### src/design/com_pkg.sv
// shared types and constants for the channel occupancy monitor
package com_pkg;

  localparam int MANU_SLOTS_DEF = 1024;
  localparam int HIT_BITS_DEF   = 24;
  localparam int ID_W           = 24;
  localparam int SLOT_W         = 10;
  localparam int PADS_W         = 8;
  localparam int CFG_W          = 16;
  localparam int EVT_W          = 32;
  localparam int OCC_W          = 16;
  localparam int OUT_HIT_W      = 24;

  localparam logic [2:0] OP_LOAD  = 3'd0;
  localparam logic [2:0] OP_DIGIT = 3'd1;
  localparam logic [2:0] OP_EOE   = 3'd2;
  localparam logic [2:0] OP_READ  = 3'd3;
  localparam logic [2:0] OP_RESET = 3'd4;

  localparam logic CFG_EPW = 1'b0;
  localparam logic CFG_THR = 1'b1;

  localparam logic [CFG_W-1:0] EPW_RESET = 16'd100;

  // controller to datapath commands
  typedef struct packed {
    logic capture;    // latch input beat
    logic scan_clr;   // reset scan pointer
    logic scan_step;  // compare one table entry, advance pointer
    logic digit_inc;  // read-modify-write live hit of found slot
    logic load_wr;    // write map entry
    logic evt_inc;    // bump event count
    logic evt_clr;    // zero event count
    logic copy_step;  // copy/clear one slot of the window sweep
    logic clr_step;   // zero one slot of map, live and snapshot tables after reset
    logic div_start;  // start the occupancy divider
    logic rd_issue;   // issue memory read of read slot or found slot
    logic out_load;   // load result register
  } com_cmd_t;

  // datapath to controller status
  typedef struct packed {
    logic scan_last;
    logic div_busy;
    logic win_close;
    logic slot_ok;
    logic mod_busy;
  } com_sts_t;

endpackage

### src/design/com_ctrl.sv
// controller state machine sequencing each beat
module com_ctrl import com_pkg::*; (
  input  logic       clk,
  input  logic       rst,
  input  logic       in_valid,
  output logic       in_stall,
  input  logic [2:0] op,
  output logic       out_valid,
  input  logic       out_stall,
  input  com_sts_t   sts,
  output com_cmd_t   cmd
);

  localparam logic [3:0] S_IDLE  = 4'd0;
  localparam logic [3:0] S_DEC   = 4'd1;
  localparam logic [3:0] S_SCAN  = 4'd2;
  localparam logic [3:0] S_RD    = 4'd3;
  localparam logic [3:0] S_INC   = 4'd4;
  localparam logic [3:0] S_SWEEP = 4'd5;
  localparam logic [3:0] S_RREAD = 4'd6;
  localparam logic [3:0] S_DIVGO = 4'd7;
  localparam logic [3:0] S_DIV   = 4'd8;
  localparam logic [3:0] S_OUT   = 4'd9;
  localparam logic [3:0] S_HOLD  = 4'd10;
  localparam logic [3:0] S_CLR   = 4'd11;

  logic [3:0] state;
  logic [3:0] state_next;
  logic [2:0] op_r;
  logic       sweep;

  assign in_stall = (state != S_IDLE) || sts.mod_busy;

  always_ff @(posedge clk) begin
    if (rst) begin
      state <= S_CLR;
      op_r  <= OP_LOAD;
      sweep <= 1'b0;
    end else begin
      state <= state_next;
      if (in_valid && !in_stall) begin
        op_r <= op;
      end
      if (state == S_DEC) begin
        sweep <= (op_r == OP_RESET) || (op_r == OP_EOE && sts.win_close);
      end
    end
  end

  // next state and commands
  always_comb begin
    state_next = state;
    cmd        = '0;
    out_valid  = (state == S_HOLD);
    case (state)
      S_CLR: begin
        cmd.clr_step = 1'b1;
        if (sts.scan_last) begin
          state_next = S_IDLE;
        end
      end
      S_IDLE: if (in_valid && !sts.mod_busy) begin
        cmd.capture = 1'b1;
        state_next  = S_DEC;
      end
      S_DEC: begin
        cmd.scan_clr = 1'b1;
        case (op_r)
          OP_LOAD: begin
            cmd.load_wr = 1'b1;
            state_next  = S_OUT;
          end
          OP_DIGIT: state_next = S_SCAN;
          OP_EOE: begin
            cmd.evt_inc = 1'b1;
            state_next  = sts.win_close ? S_SWEEP : S_OUT;
          end
          OP_RESET: begin
            cmd.evt_clr = 1'b1;
            state_next  = S_SWEEP;
          end
          OP_READ: state_next = S_RREAD;
          default: state_next = S_OUT;
        endcase
      end
      S_SCAN: begin
        cmd.scan_step = 1'b1;
        if (sts.scan_last) begin
          state_next = S_RD;
        end
      end
      S_RD: begin
        cmd.rd_issue = 1'b1;
        state_next   = S_INC;
      end
      S_INC: begin
        cmd.digit_inc = 1'b1;
        state_next    = S_OUT;
      end
      S_SWEEP: begin
        cmd.copy_step = 1'b1;
        if (sts.scan_last) begin
          state_next = S_OUT;
        end
      end
      S_RREAD: begin
        cmd.rd_issue = 1'b1;
        state_next   = S_DIVGO;
      end
      S_DIVGO: begin
        cmd.div_start = 1'b1;
        state_next    = S_DIV;
      end
      S_DIV: if (!sts.div_busy) begin
        state_next = S_OUT;
      end
      S_OUT: begin
        cmd.out_load = 1'b1;
        state_next   = S_HOLD;
      end
      S_HOLD: if (!out_stall) begin
        state_next = S_IDLE;
      end
      default: state_next = S_IDLE;
    endcase
  end

  // a result only leaves from the hold state
  assert property (@(posedge clk) disable iff (rst)
    out_valid |-> state == S_HOLD) else $error("result outside hold");
  // no beat taken while an item is in work
  assert property (@(posedge clk) disable iff (rst)
    (state != S_IDLE) |-> in_stall) else $error("input taken while busy");
  // sweep only on a window close or a reset item
  assert property (@(posedge clk) disable iff (rst)
    (state == S_SWEEP) |-> sweep || $past(state) == S_DEC) else $error("bad sweep");

endmodule

### config.mk
export PLATFORM = sky130hd
export DESIGN_NAME = com_ctrl
export DESIGN_NICKNAME = d
export VERILOG_FILES = /design/src/design/com_pkg.sv /design/src/design/com_ctrl.sv
export SDC_FILE = /design/constraint.sdc
export NUM_CORES = 1
export LEC_CHECK = 0
export ABC_AREA = 1
export BUFFER_PORTS_ARGS = -buffer_cell sky130_fd_sc_hd__buf_2
export CORE_MARGIN = 2
export CORE_UTILIZATION = 47
export DETAILED_ROUTE_END_ITERATION = 8
export PLACE_DENSITY = 0.8
export SYNTH_ARGS = -nofsm -noshare
export SYNTH_HDL_FRONTEND = slang
export SYNTH_SLANG_ARGS = --single-unit
### constraint.sdc
create_clock -name clk -period 1.42 [get_ports clk]
set_clock_uncertainty 0.05 [all_clocks]
set_input_delay 0.071 -clock clk [delete_from_list [all_inputs] [get_ports clk]]
set_output_delay 0.071 -clock clk [all_outputs]
set_load 0.02 [all_outputs]
==> flow_summary.json <==
{
  "core_area_um2": 1318,
  "p_int_uw": 791.5,
  "r2r-end": "state[3]$_SDFFE_PP1P_",
  "drt_wl_total_um": 1698,
  "drt-initial-drc-count": 16,
  "groute.usage.overall_pct": 18.78,
  "synth-main-ff-cell": "dfxtp_1",
  "initial_core_util_pct": 50.33,
  "combPwrFrac_pct": 65.9,
  "overflow": 0,
  "hold_path_class": "input port to flip-flop",
  "ant_nets": 0,
  "synth_compound_area_share_pct": 8.302,
  "hold_path_depth": 3,
  "die_y_um": 41.56,
  "yosys.area_share.simple_pct": 56.23,
  "p_seq_share_pct": 23.7,
  "post-route-min-period_ns": 1.400,
  "switchingPower_uw": 880.9,
  "final.setup.worst_slack_ns": 0.01995,
  "synth_fa_ha_area_share_pct": 0,
  "clk_pin_slew_ns": 0.06,
  "whs_endpoint": "op_r[1]$_SDFFE_PP0P_",
  "synth_seq_cells": 7,
  "tightest_slew_ns": 0.2564,
  "muxShareOfSynthArea_pct": 0,
  "antenna_found_initial": 0,
  "cts_max_level": 1,
  "synth_edf_count": 0,
  "area_growth_syn_to_layout_pct": 40.57,
  "pre_cts_slack_ns": 0.07473,
  "drv_slew": 0,
  "ff2ff_setup_slack_ns": 0.05,
  "r2r_start": "state[3]$_SDFFE_PP1P_",
  "cts_tree": "yes",
  "dieArea_um2": 1727,
  "wl_per_cell_um": 10.55,
  "required_ns": 1.30,
  "grt_max_degree": 8,
  "seq_area_frac_synth_pct": 21.13,
  "crit_path_start": "state[3]$_SDFFE_PP1P_",
  "fmax_mhz": 714.3,
  "io_buffers": 24,
  "vias_per_cell": 4.969,
  "insertion_delay_ns": 0.25,
  "num_vias": 800,
  "clockBufferDepth": 2,
  "ir_drop_v": 0.001012,
  "endpoint_kind": "output port",
  "mappedNetlistNets": 125,
  "io_pins": 26,
  "syn_inst": 113,
  "syn_area_um2": 663.1,
  "power.total_uw": 1672,
  "drc": 0,
  "dpl.hpwl_um": 1294,
  "status": "completed",
  "synth_top_family_by_area": "simple AND/OR/NAND/NOR gates",
  "finalHoldViolCount": 0,
  "critPathLaunchType": "flip-flop",
  "nets": 159,
  "routabilityCongestion": 0.8521,
  "yosysWarnings": 0,
  "drive_above_1_share_pct": 42.47,
  "firstDrtPassIters": 4,
  "synthArstFlopShare_pct": 0,
  "reg2reg_depth": 9,
  "leakage_uw": 0.0005477,
  "stdcell_count": 161,
  "critPathMaxFanout": 5,
  "grt_pass1_wl_um": 2615,
  "antennaDiodeCount": 0,
  "synth_xor_area_share_pct": 0,
  "fin_crit_sh_pct": 98.60,
  "die_w_um": 41.56,
  "num-fill-cells": 122,
  "grt_pass1_vias": 725,
  "numCtsBuffers": 3,
  "syn_avg_cell_area_um2": 5.868,
  "maxCapViolCount": 0,
  "p_sw_share_pct": 52.67,
  "worstPathArrival_ns": 1.28,
  "max-slew-margin-rel_pct": 82.85,
  "post_synth_num_cell_types": 21,
  "core.rowCount": 13,
  "dp_cells": 152,
  "p_clk_share_pct": 10.4,
  "worstHoldStart": "op[1]",
  "rsz0062_at_grt": "yes",
  "utilization_pct": 70.75,
  "cts_root_buffer": "clkbuf_4",
  "worstSetupPathType": "flip-flop to output port",
  "cts.sinks": 7,
  "finalSetupViolations": 0,
  "power_density_nw_per_um2": 1794
}
cells in the mapped netlist (2+ instances only):
| master | number | share of area [%] |
|---|---|---|
| nor2_2 | 2 | 1.9 |
| nand3_2 | 2 | 3.0 |
| nor2_4 | 3 | 5.1 |
| inv_2 | 4 | 2.3 |
| nand2_1 | 26 | 15 |
| dfxtp_1 | 7 | 21 |
| nor2_1 | 15 | 8.5 |
| inv_1 | 20 | 11 |
| nand3_1 | 12 | 9.1 |
| nand2_2 | 3 | 2.8 |
| a21oi_1 | 6 | 4.5 |
| o21ai_0 | 4 | 3.0 |
cell families after synthesis:
kind of cell / count (synthesis)
simple gates: 70
buf+inv: 25
compound gates: 11
flops: 7
how the worst max path moves through the flow:
stage | endpoint | slack [ns] | depth (start not counted)
floorplan | cmd[7] | 0.04 | 5
global placement | state[3]$_SDFFE_PP1P_ | 0.1 | 7
detailed placement | state[3]$_SDFFE_PP1P_ | 0.07 | 7
CTS | cmd[7] | -0.03 | 6
global route | cmd[7] | -0.05 | 6
finish | cmd[1] | 0.02 | 6
worst max-delay path, cell delays in order (launching register included):
cell and delay, ns:
dfxtp_4 0.37, nor2_4 0.05, buf_4 0.13, buf_4 0.14, a21oi_2 0.15, inv_1 0.05
buf_2 0.15
power groups by stage:
stage / registers, µW / clock network (µW) / logic [µW]
after global routing: 403 / 190 / 1220
final: 396 / 175 / 1100
after floorplan: 332 / 0 / 754
after global placement: 347 / 0 / 942
after CTS: 372 / 188 / 987
after detailed placement: 352 / 0 / 952
cell usage in the layout (no fill, tap or decap), types with 2 or more instances in the layout:
cell and instances:
nand2_1 26, buf_2 20, inv_1 17, nor2_1 13, nand3_1 12, buf_4 6
inv_2 5, a21oi_1 5, nor2_4 4, o21ai_0 4, dfxtp_4 4, nor2_2 3
nand2_2 3, clkbuf_4 3, dfxtp_1 3, inv_4 2, nand3_2 2, clkinv_2 2
buf_6 2
per-layer routing:
metal / part of all wire [%] / global-route usage (%) / vias to the layer above
met2: 52 / 32.19 / 17
met5: 0 / 0 / -
met1: 45 / 22.22 / 365
met4: 0 / 8.387 / 0
met3: 3.3 / 3.913 / 0
li1: - / - / 418
repair_timing:
item | 4_1_cts | 5_1_grt
endpoints found under the hold margin | 2 | 0
hold buffers | 1 | 0
endpoints found under the setup margin | 9 | 6
buffers inserted | 1 | 3
gates resized for setup | 7 | 16
pin swaps | 1 | 0
registers in the layout, summed over array words and instances, names as in the netlist:
register	cells
state	4
op_r	3
per-stage QoR:
| stage | instance area (µm²) | hold WS [ns] | TNS [ns] |
|---|---|---|---|
| final | 932.1 | 0.02500 | 0 |
| after global routing | 932.1 | 0.05356 | -0.1946 |
| after CTS | 870.8 | 0.01331 | -0.03318 |
| after detailed placement | 813.3 | 0.2146 | 0 |
| after global placement | 813.3 | 0.2096 | 0 |
| after floorplan | 674.4 | 0.09007 | 0 |
layout make-up:
type                    instances  area, µm²  area share, %
clock buffers                   3      22.52          2.416
clock inverters                 1      5.005         0.5369
inverters                      25      100.1          10.74
multi-input cells              81      452.9          48.59
flip-flops and latches          7      155.1          16.64
well taps                      15      18.77          2.013
repair buffers                 29      177.7          19.06
Note: power is estimated with default switching activity, not from simulation.
